<file path="config.mk">
export PLATFORM = sky130hd
export DESIGN_NAME = sha256_hash_engine
export DESIGN_NICKNAME = d
export VERILOG_FILES = /design/src/rtl/sha256_pkg.sv /design/src/rtl/sha256_hash_engine.sv /design/src/rtl/sha256_core.sv
export VERILOG_INCLUDE_DIRS = /design/src /design/src/rtl
export SDC_FILE = /design/constraint.sdc
export NUM_CORES = 2
export LEC_CHECK = 0
export BUFFER_PORTS_ARGS = -buffer_cell sky130_fd_sc_hd__buf_2
export CORE_MARGIN = 3
export CORE_UTILIZATION = 35
export CTS_BUF_LIST = sky130_fd_sc_hd__clkbuf_2 sky130_fd_sc_hd__clkbuf_4 sky130_fd_sc_hd__clkbuf_8
export DETAILED_ROUTE_END_ITERATION = 16
export PLACE_DENSITY = 0.53
export SYNTH_ARGS = -nofsm -noshare
export SYNTH_HDL_FRONTEND = slang
export SYNTH_HIERARCHICAL = 1
export SYNTH_SLANG_ARGS = --single-unit
</file>
<file path="constraint.sdc">
create_clock -name clk -period 32.9 [get_ports clk]
set_input_delay 6.58 -clock clk [delete_from_list [all_inputs] [get_ports clk]]
set_output_delay 6.58 -clock clk [all_outputs]
set_load 0.1 [all_outputs]
</file>
<file path="src/rtl/assert_macros.svh">
// Assertion macros used by the top level of the SHA-256 engine.
// Each macro expects a clock named clk and an active-low reset named arst_n.
`ifndef ASSERT_MACROS_SVH
`define ASSERT_MACROS_SVH

// The consequent must hold in the same cycle as the antecedent.
`define ASSERT_IMP(lbl, ante, cons) \
	lbl: assert property (@(posedge clk) disable iff (!arst_n) (ante) |-> (cons)) \
		else $error("same-cycle implication failed");

// The consequent must hold in the cycle after the antecedent.
`define ASSERT_NEXT(lbl, ante, cons) \
	lbl: assert property (@(posedge clk) disable iff (!arst_n) (ante) |=> (cons)) \
		else $error("next-cycle implication failed");

`endif

</file>
<file path="src/rtl/sha256_pkg.sv">
// Shared types, constants and bit functions of the SHA-256 engine.
// Used by sha256_core and sha256_hash_engine; depends on nothing.
package sha256_pkg;

	typedef logic [31:0] word_t;
	typedef logic [7:0][31:0] chain_t;

	// Input item kinds.
	localparam logic [1:0] KIND_DATA = 2'd0;
	localparam logic [1:0] KIND_LAST = 2'd1;
	localparam logic [1:0] KIND_END  = 2'd2;

	// Index of the final digest word.
	localparam logic [2:0] WORD_LAST = 3'd7;

	// Padding constants.
	localparam logic [7:0] PAD_MARK   = 8'h80;
	localparam logic [5:0] FILL_LEN   = 6'd56;
	localparam logic [5:0] FILL_FULL  = 6'd63;

	// Initial hash values, word 0 in the low slot.
	localparam chain_t INIT_H = {
		32'h5be0cd19, 32'h1f83d9ab, 32'h9b05688c, 32'h510e527f,
		32'ha54ff53a, 32'h3c6ef372, 32'hbb67ae85, 32'h6a09e667
	};

	// Round constants.
	localparam word_t ROUND_K [64] = '{
		32'h428a2f98, 32'h71374491, 32'hb5c0fbcf, 32'he9b5dba5,
		32'h3956c25b, 32'h59f111f1, 32'h923f82a4, 32'hab1c5ed5,
		32'hd807aa98, 32'h12835b01, 32'h243185be, 32'h550c7dc3,
		32'h72be5d74, 32'h80deb1fe, 32'h9bdc06a7, 32'hc19bf174,
		32'he49b69c1, 32'hefbe4786, 32'h0fc19dc6, 32'h240ca1cc,
		32'h2de92c6f, 32'h4a7484aa, 32'h5cb0a9dc, 32'h76f988da,
		32'h983e5152, 32'ha831c66d, 32'hb00327c8, 32'hbf597fc7,
		32'hc6e00bf3, 32'hd5a79147, 32'h06ca6351, 32'h14292967,
		32'h27b70a85, 32'h2e1b2138, 32'h4d2c6dfc, 32'h53380d13,
		32'h650a7354, 32'h766a0abb, 32'h81c2c92e, 32'h92722c85,
		32'ha2bfe8a1, 32'ha81a664b, 32'hc24b8b70, 32'hc76c51a3,
		32'hd192e819, 32'hd6990624, 32'hf40e3585, 32'h106aa070,
		32'h19a4c116, 32'h1e376c08, 32'h2748774c, 32'h34b0bcb5,
		32'h391c0cb3, 32'h4ed8aa4a, 32'h5b9cca4f, 32'h682e6ff3,
		32'h748f82ee, 32'h78a5636f, 32'h84c87814, 32'h8cc70208,
		32'h90befffa, 32'ha4506ceb, 32'hbef9a3f7, 32'hc67178f2
	};

	// Control from the byte sequencer to the round unit.
	typedef struct packed {
		logic start;
		logic init;
	} core_ctrl_t;

	// Status from the round unit.
	typedef struct packed {
		logic busy;
		logic round_en;
	} core_stat_t;

	function automatic word_t rotr(input word_t x, input int unsigned n);
		rotr = (x >> n) | (x << (32 - n));
	endfunction

	function automatic word_t big_sigma0(input word_t x);
		big_sigma0 = rotr(x, 2) ^ rotr(x, 13) ^ rotr(x, 22);
	endfunction

	function automatic word_t big_sigma1(input word_t x);
		big_sigma1 = rotr(x, 6) ^ rotr(x, 11) ^ rotr(x, 25);
	endfunction

	function automatic word_t small_sigma0(input word_t x);
		small_sigma0 = rotr(x, 7) ^ rotr(x, 18) ^ (x >> 3);
	endfunction

	function automatic word_t small_sigma1(input word_t x);
		small_sigma1 = rotr(x, 17) ^ rotr(x, 19) ^ (x >> 10);
	endfunction

endpackage

</file>
<file path="src/rtl/sha256_hash_engine.sv">
// SHA-256 engine top level: byte intake, padding sequencer and digest output.
// Depends on sha256_pkg, sha256_core and assert_macros.svh.
//
// Usage. Requests arrive on in_valid/in_ready with kind and data_byte: kind 0
// is a message byte, kind 1 a byte that ends the message, kind 2 ends the
// message without a byte, and kind 3 is dropped without effect. in_ready is
// high only while the engine is idle. The 64th byte of a block starts a
// compression of 64 rounds and a final chain add; no new request is taken
// until it is done. The round unit performs one round per cycle.
// At the end of a message the padding bytes (0x80, zeros, the 64-bit bit
// length) are pushed one per cycle, pausing for each of the one or two more
// compressions. Then eight digest words leave on out_valid/out_ready, word 0
// first, last_word marking word 7. While the receiver stalls, the current
// word holds and no new request is taken. After word 7 is taken the chaining
// words return to the initial values and the engine is ready again.
// Reset (arst_n low) loads the initial values and empties the block buffer.
`include "assert_macros.svh"

module sha256_hash_engine (
	input  logic        clk,
	input  logic        arst_n,
	input  logic        in_valid,
	output logic        in_ready,
	input  logic [1:0]  kind,
	input  logic [7:0]  data_byte,
	output logic        out_valid,
	input  logic        out_ready,
	output logic [31:0] digest_word,
	output logic [2:0]  word_index,
	output logic        last_word
);

	typedef enum logic [1:0] {
		ST_IDLE,
		ST_PAD,
		ST_COMP,
		ST_OUT
	} state_t;

	state_t       state_q;
	logic [511:0] win_q;
	logic [5:0]   fill_q;
	logic [60:0]  len_q;
	logic         first_q;
	logic         len_phase_q;
	logic         pad_mode_q;
	logic         pad_done_q;
	logic [2:0]   out_idx_q;

	logic               accept;
	logic               take_byte;
	logic               push_en;
	logic               pad_is_len;
	logic [7:0]         pad_byte;
	logic [7:0]         push_byte;
	logic [63:0]        len_bits;
	logic [63:0]        len_sh;
	sha256_pkg::word_t  sched_w;
	sha256_pkg::chain_t chain;
	sha256_pkg::core_ctrl_t ctrl;
	sha256_pkg::core_stat_t stat;

	// Intake handshake and byte selection.
	assign in_ready  = (state_q == ST_IDLE);
	assign accept    = in_valid && in_ready;
	assign take_byte = accept && (kind == sha256_pkg::KIND_DATA ||
		kind == sha256_pkg::KIND_LAST);
	assign push_en   = take_byte || (state_q == ST_PAD);

	// Padding byte: the end mark, zeros, then the bit length most significant first.
	assign len_bits   = {len_q, 3'b000};
	assign len_sh     = len_bits << {fill_q[2:0], 3'b000};
	assign pad_is_len = !first_q && (len_phase_q || fill_q == sha256_pkg::FILL_LEN);

	always_comb begin
		if (first_q) begin
			pad_byte = sha256_pkg::PAD_MARK;
		end else if (pad_is_len) begin
			pad_byte = len_sh[63:56];
		end else begin
			pad_byte = 8'h00;
		end
		push_byte = take_byte ? data_byte : pad_byte;
	end

	// Next schedule word from the sliding 16-word window; word 0 is the oldest.
	assign sched_w = sha256_pkg::small_sigma1(win_q[63:32]) + win_q[223:192] +
		sha256_pkg::small_sigma0(win_q[479:448]) + win_q[511:480];

	assign ctrl.start = push_en && (fill_q == sha256_pkg::FILL_FULL);
	assign ctrl.init  = (state_q == ST_OUT) && out_ready && (out_idx_q == sha256_pkg::WORD_LAST);

	sha256_core u_core (
		.clk    (clk),
		.arst_n (arst_n),
		.ctrl   (ctrl),
		.w_t    (win_q[511:480]),
		.stat   (stat),
		.chain  (chain)
	);

	// Block window: bytes shift in during intake and padding, schedule words during rounds.
	always_ff @(posedge clk) begin
		if (push_en) begin
			win_q <= {win_q[503:0], push_byte};
		end else if (stat.round_en) begin
			win_q <= {win_q[479:0], sched_w};
		end
	end

	// Sequencer state, counters and output index.
	always_ff @(posedge clk or negedge arst_n) begin
		if (!arst_n) begin
			state_q     <= ST_IDLE;
			fill_q      <= '0;
			len_q       <= '0;
			first_q     <= 1'b0;
			len_phase_q <= 1'b0;
			pad_mode_q  <= 1'b0;
			pad_done_q  <= 1'b0;
			out_idx_q   <= '0;
		end else begin
			if (push_en) begin
				fill_q <= fill_q + 6'd1;
			end
			unique case (state_q)
				ST_IDLE: begin
					if (accept) begin
						case (kind)
							sha256_pkg::KIND_DATA: begin
								len_q      <= len_q + 61'd1;
								pad_mode_q <= 1'b0;
								if (fill_q == sha256_pkg::FILL_FULL) begin
									state_q <= ST_COMP;
								end
							end
							sha256_pkg::KIND_LAST: begin
								len_q      <= len_q + 61'd1;
								pad_mode_q <= 1'b1;
								first_q    <= 1'b1;
								state_q    <= (fill_q == sha256_pkg::FILL_FULL) ?
									ST_COMP : ST_PAD;
							end
							sha256_pkg::KIND_END: begin
								pad_mode_q <= 1'b1;
								first_q    <= 1'b1;
								state_q    <= ST_PAD;
							end
							default: begin
							end
						endcase
					end
				end
				ST_PAD: begin
					first_q <= 1'b0;
					if (!first_q && fill_q == sha256_pkg::FILL_LEN) begin
						len_phase_q <= 1'b1;
					end
					if (fill_q == sha256_pkg::FILL_FULL) begin
						if (pad_is_len) begin
							pad_done_q <= 1'b1;
						end
						state_q <= ST_COMP;
					end
				end
				ST_COMP: begin
					if (!stat.busy) begin
						if (!pad_mode_q) begin
							state_q <= ST_IDLE;
						end else if (pad_done_q) begin
							state_q <= ST_OUT;
						end else begin
							state_q <= ST_PAD;
						end
					end
				end
				ST_OUT: begin
					if (out_ready) begin
						if (out_idx_q == sha256_pkg::WORD_LAST) begin
							out_idx_q   <= '0;
							len_q       <= '0;
							len_phase_q <= 1'b0;
							pad_mode_q  <= 1'b0;
							pad_done_q  <= 1'b0;
							state_q     <= ST_IDLE;
						end else begin
							out_idx_q <= out_idx_q + 3'd1;
						end
					end
				end
				default: begin
					state_q <= ST_IDLE;
				end
			endcase
		end
	end

	// Digest output, one chaining word per request.
	assign out_valid   = (state_q == ST_OUT);
	assign digest_word = chain[out_idx_q];
	assign word_index  = out_idx_q;
	assign last_word   = (out_idx_q == sha256_pkg::WORD_LAST);

	// The round unit is quiet whenever new requests can be taken.
	`ASSERT_IMP(a_idle_core, in_ready, !stat.busy)
	// Intake and digest output never overlap.
	`ASSERT_IMP(a_no_overlap, out_valid, !in_ready)
	// Words leave in order.
	`ASSERT_NEXT(a_word_order, out_valid && out_ready && !last_word, word_index == 3'($past(word_index) + 3'd1))
	// After the final word the engine is empty and ready.
	`ASSERT_NEXT(a_ready_after, out_valid && out_ready && last_word, in_ready && fill_q == 6'd0)

endmodule

</file>
<file path="src/rtl/sha256_core.sv">
// SHA-256 round unit: one compression round per cycle plus the final chain add.
// Depends on sha256_pkg; the message schedule word arrives on w_t each round.
module sha256_core (
	input  logic                   clk,
	input  logic                   arst_n,
	input  sha256_pkg::core_ctrl_t ctrl,
	input  sha256_pkg::word_t      w_t,
	output sha256_pkg::core_stat_t stat,
	output sha256_pkg::chain_t     chain
);

	typedef enum logic [1:0] {
		CS_IDLE,
		CS_ROUND,
		CS_ADD
	} core_state_t;

	core_state_t        state_q;
	logic [5:0]         rnd_q;
	sha256_pkg::chain_t v_q;
	sha256_pkg::chain_t chain_q;

	sha256_pkg::word_t t1;
	sha256_pkg::word_t t2;
	sha256_pkg::word_t ch;
	sha256_pkg::word_t maj;

	// Round function on the working variables a..h held in v_q[0..7].
	always_comb begin
		ch  = (v_q[4] & v_q[5]) ^ (~v_q[4] & v_q[6]);
		maj = (v_q[0] & v_q[1]) ^ (v_q[0] & v_q[2]) ^ (v_q[1] & v_q[2]);
		t1  = v_q[7] + sha256_pkg::big_sigma1(v_q[4]) + ch + sha256_pkg::ROUND_K[rnd_q] + w_t;
		t2  = sha256_pkg::big_sigma0(v_q[0]) + maj;
	end

	// Sequencer, working variables and chaining words.
	always_ff @(posedge clk or negedge arst_n) begin
		if (!arst_n) begin
			state_q <= CS_IDLE;
			rnd_q   <= '0;
			chain_q <= sha256_pkg::INIT_H;
		end else begin
			unique case (state_q)
				CS_IDLE: begin
					if (ctrl.init) begin
						chain_q <= sha256_pkg::INIT_H;
					end else if (ctrl.start) begin
						v_q     <= chain_q;
						rnd_q   <= '0;
						state_q <= CS_ROUND;
					end
				end
				CS_ROUND: begin
					v_q[7] <= v_q[6];
					v_q[6] <= v_q[5];
					v_q[5] <= v_q[4];
					v_q[4] <= v_q[3] + t1;
					v_q[3] <= v_q[2];
					v_q[2] <= v_q[1];
					v_q[1] <= v_q[0];
					v_q[0] <= t1 + t2;
					rnd_q  <= rnd_q + 6'd1;
					if (rnd_q == 6'd63) begin
						state_q <= CS_ADD;
					end
				end
				CS_ADD: begin
					for (int i = 0; i < 8; i++) begin
						chain_q[i] <= chain_q[i] + v_q[i];
					end
					state_q <= CS_IDLE;
				end
				default: begin
					state_q <= CS_IDLE;
				end
			endcase
		end
	end

	assign stat.busy     = (state_q != CS_IDLE);
	assign stat.round_en = (state_q == CS_ROUND);
	assign chain         = chain_q;

endmodule

</file>
Word level (Yosys, flattened, before mapping) --
Memories as Yosys holds them, arrays and structs flattened. Cells that the tools add are included.
Word-level totals: logic and storage cells 191, memories kept 1, bits of input ports 14, output and inout port bits 38, ROM bits 2048, register bits after elaboration 1108
Cells by class: mux-type cells 50, reductions and logical operators 34, order comparisons 2, shift-type cells 1, bitwise gates (word level) 28, equal/unequal tests 26, add/sub/neg operators 22
Memory list:
- (name not given) | words 64, width 32, rd ports 1, clocked after Yosys merged registers in 0, write ports 0, RTL line sha256_core.sv:32 | t1 = v_q[7] + sha256_pkg::big_sigma1(v_q[4]) + ch + sha256_pkg::ROUND_K[rnd_q] + w_t;
Operators by type and width (count):
- 512-bit two-way mux | 2
- 256-bit one-hot mux with 2 select lines | 2
- 256-bit two-way mux | 3
- 32-bit adder | 18
- 32-bit bitwise XOR | 9
- 61-bit two-way mux | 4
- 32-bit AND | 5
- 61-bit one-hot mux with 2 select lines | 1
- 32-bit binary-select mux with 3-bit select | 1
- 32-bit two-way mux | 3
- 64-bit by 6-bit left shift with 64-bit output | 1
- 61-bit by 1-bit adder with 61-bit output, second input constant | 1
- 32-bit NOT | 1
- 10-bit by 32-bit bitwise OR with 32-bit output | 1
- 13-bit by 32-bit bitwise OR with 32-bit output | 1
- 14-bit by 32-bit bitwise OR with 32-bit output | 1
- 15-bit by 32-bit bitwise OR with 32-bit output | 1
- 19-bit by 32-bit bitwise OR with 32-bit output | 1
- 21-bit by 32-bit bitwise OR with 32-bit output | 1
- 25-bit by 32-bit bitwise OR with 32-bit output | 1
- 26-bit by 32-bit bitwise OR with 32-bit output | 1
- 30-bit by 32-bit bitwise OR with 32-bit output | 1
- 7-bit by 32-bit bitwise OR with 32-bit output | 1
- 32-bit by 22-bit bitwise XOR with 32-bit output | 1
- other kinds (34) | 101

Longest topological paths before layout --
depth after elaboration 9, mapped depth 43, mapped depth without buffers 40

Hierarchy --
The synthesis kept the hierarchy.
By module, submodules not included:
- sha256_core | sequential area each 14463.9 µm², cells an instance 5033, area each 43690.7 µm², instances 1
- sha256_hash_engine | sequential area each 17276.6 µm², cells an instance 3202, area each 32063.3 µm², instances 1

Worst setup path before layout --
OpenSTA, ideal clock, no wires.
path kind input port to flip-flop, from input port kind[1], to register win_q[0], enable pin, required time 31989 ps, cell stages on the path 5, library setup time 911 ps, data arrival time 18013 ps, path slack 13976 ps, path buffers 1, cells stage by stage inv_1 ha_1 o211a_1 buf_6 or3_1
On the way: cells in the longest elaborated chain, start to end 5, elaborated cells on any way between the ends 6, classes of those cells 1 x eq/ne; 5 x reduce/logical
Ends and longest elaborated chain:
- start: declaration | RTL line sha256_hash_engine.sv:24 | input logic [1:0] kind,
- 2-bit by 1-bit equality test with 1-bit output / 2-bit logical NOT (equally long branches) | RTL line sha256_hash_engine.sv:67, sha256_hash_engine.sv:66
- 1-bit logical OR * | RTL line sha256_hash_engine.sv:66 | assign take_byte = accept && (kind == sha256_pkg::KIND_DATA ||
- 1-bit logical AND * | RTL line sha256_hash_engine.sv:66
- 1-bit logical OR * | RTL line sha256_hash_engine.sv:68 | assign push_en = take_byte || (state_q == ST_PAD);
- 2-bit nonzero test (no source line) *
- end signal: assignment | RTL line sha256_hash_engine.sv:105 | win_q <= {win_q[503:0], push_byte};
- end signal: assignment | RTL line sha256_hash_engine.sv:107 | win_q <= {win_q[479:0], sched_w};
- end: declaration | RTL line sha256_hash_engine.sv:41 | logic [511:0] win_q;
Mark *: on every way between the ends. The rest lies on a longest branch, timed or not. A chain may end at the register's enable or synchronous reset.

Worst setup path in the final report --
from register out_idx_q[0], in the netlist word_index[0], to output port digest_word[20]
On the way: cells in the longest elaborated chain, start to end 2
Ends and longest elaborated chain:
- start: declaration | RTL line sha256_hash_engine.sv:48 | logic [2:0] out_idx_q;
- start signal: assignment | RTL line sha256_hash_engine.sv:187 | out_idx_q <= out_idx_q + 3'd1;
- 32-bit binary-select mux with 3-bit select | RTL line sha256_hash_engine.sv:200 | assign digest_word = chain[out_idx_q];
- 32-bit two-way mux (implied by the code) | RTL line sha256_hash_engine.sv:200
- end: declaration | RTL line sha256_hash_engine.sv:28 | output logic [31:0] digest_word,
No other way between the ends. The select of a mux whose other input is x is not followed.

==> metrics <==
status finished, final reports clean; most frequent cells in the layout nand2_1 (2317), edfxtp_1 (768), o21ai_0 (513); chip width 471 um; GRT overflow 0; antenna violations before repair 6; Setup CP Type flip-flop to output pin; hold bufs inserted after CTS 0; top cell type's share of synthesized area 0.304; Cells after Synth 8235; Total GRT Usage 0.221; Syn Area/Cell 9.20 um^2; pin count of the biggest net entering global routing 197; Std-Cell Rows 170; CTS tree yes; flop-to-flop setup slack 22.55 ns; WL per Instance 22.5 um; hold violation count in the final report 0; full die area 222000 um^2; hpwl dp 182000 um; Post-Layout Cell Count 11100; Pre-Repair DR Iteration Count 6; Placed Cells incl. Taps 10700; post-synth net total 8846; final setup vio count 0; Post-CTS Setup Bufs 0; worst path arrival time 4.02 ns; Setup TNS Final 0 ns; slew margin rel. 0.210; Area Overhead vs Synth 8.99%; cts bufs inserted 200; worst slew pin tran 1.17 ns; CTS Buffer Depth 3; proportion of layout cells with a drive suffix above 1 0.0963; yosys warns 6; first-pass GRT wire length 377000 um; unrepaired setup endpoints after global routing no; clk_lat worst skew 0.99 ns; fill cell count 21700; routed vias 60300; Synth cell types 92; vias in the first global route 59500; post-CTS resize count 0; number of max-cap violations 0; Synth area leaders edfxtp_1 (30%), nand2_1 (11%), dfrtp_1 (6.7%); Worst Path Max Fanout 35; htree depth 4; Top Ports 52; Core Region 215000 um^2; Die Y 471 um; CTS root buffer clkbuf_8; Tcrit/Tclk final 0.322; final net count 8713; Routed WL 250000 um; Slew Viols, Final 0; Syn Std Cell Area 75800 um^2; EDFF count, synth 768; Routability Congestion 0.928; Hold Crit Class flip-flop to flip-flop; fmax 0.0944 GHz; Period minus WS final 10.60 ns; ys flop type edfxtp_1; Crit. End Element output pin; register area share after synthesis 0.419; DRT iter0 DRCs 5680; DR DRC count 0; commonest non-fill, non-tap cell in the layout nand2_1; Sink Count 1108; leading area contributor after synthesis edfxtp_1; WP data required 26.32 ns; PortBufs 51; startpoint types flip-flop; Worst-path clk slew 0.06 ns; worst-case clock skew 0.0722 ns; Async S/R FF share, synth 0.307; Synth Register Bits 1108; Antenna Nets Post-Route 0; Initial Util 0.353; Avg Vias per Cell 5.42
Yosys cell counts (all sizes together), types with 181 or more instances:
cell type and n:
a21o 181, a21oi 511, clkbuf 419, dfrtp 204
edfxtp 768, fa 195, ha 402, inv 367
nand2 2319, nor2 382, o21ai 518, xnor2 393
xor2 232
cell type report:
| cell class | instances | area (um^2) | share of cell area |
|---|---|---|---|
| Clock buffer | 288 | 3570 | 0.0432 |
| Clock inverter | 79 | 483 | 0.00585 |
| Multi-Input combinational cell | 6299 | 40900 | 0.496 |
| Timing Repair Buffer | 124 | 851 | 0.0103 |
| Inverter | 369 | 1390 | 0.0168 |
| Sequential cell | 1108 | 31800 | 0.385 |
| Tap cell | 2838 | 3550 | 0.0430 |
| Antenna cell | 7 | 17.5 | 0.000212 |
final timing paths:
kind                                 start           endpoint  cells past startpoint
setup / recovery             word_index[0]    digest_word[20]                      4
hold / removal                   fill_q[5]          fill_q[5]                      1
setup reg to reg           u_core/rnd_q[0]     u_core/v_q[31]                     38
hold reg to reg                  fill_q[5]          fill_q[5]                      1
max in group asynchronous           arst_n   u_core/chain[19]                      3
min in group asynchronous           arst_n  u_core/chain[230]                      1
critical path, stage by stage, from the launching register on:
cell and delay [ns]:
dfrtp_4 0.91, buf_4 0.70, mux4_2 0.72, mux2_2 0.35, buf_2 0.30
logic make-up after synthesis:
family,Yosys count,share of synthesized area
adder cells (fa/ha/maj),628,0.122
flip-flops,1108,0.419
buffers and inverters,828,0.0414
multiplexers,172,0.0373
XOR/XNOR,625,0.0723
AO/OA/AOI/OAI,1674,0.135
AND/OR/NAND/NOR,3200,0.173
layer usage:
layer,routed length (um),up-vias,GRT usage
met5,0,-,0
met1,109000,29800,0.296
met2,116000,1927,0.356
met3,14400,461,0.0305
met4,10900,0,0.0932
li1,-,28100,-
through the flow:
step	cell area, um^2	hold WS [ns]	util	setup WS, ns
3_3_place_gp	78500	0.450	0.365	21.73
6_report	82600	0.472	0.384	22.30
3_5_place_dp	78500	0.458	0.365	21.68
4_1_cts	82500	0.474	0.384	22.09
2_1_floorplan	75800	0.434	-	13.98
5_1_grt	82500	0.495	0.384	21.84
state kept, by name (all words and copies together), names as in the netlist, 2 cells and up:
name,flops
state_q,2
u_core/state_q,2
fill_q,6
len_q,61
win_q,512
word_index,3
u_core/v_q,256
u_core/chain,256
u_core/rnd_q,6
Power is left out: the tool's default activity adds up to more than one toggle a clock period on the data nets, which glitch-free logic cannot reach.
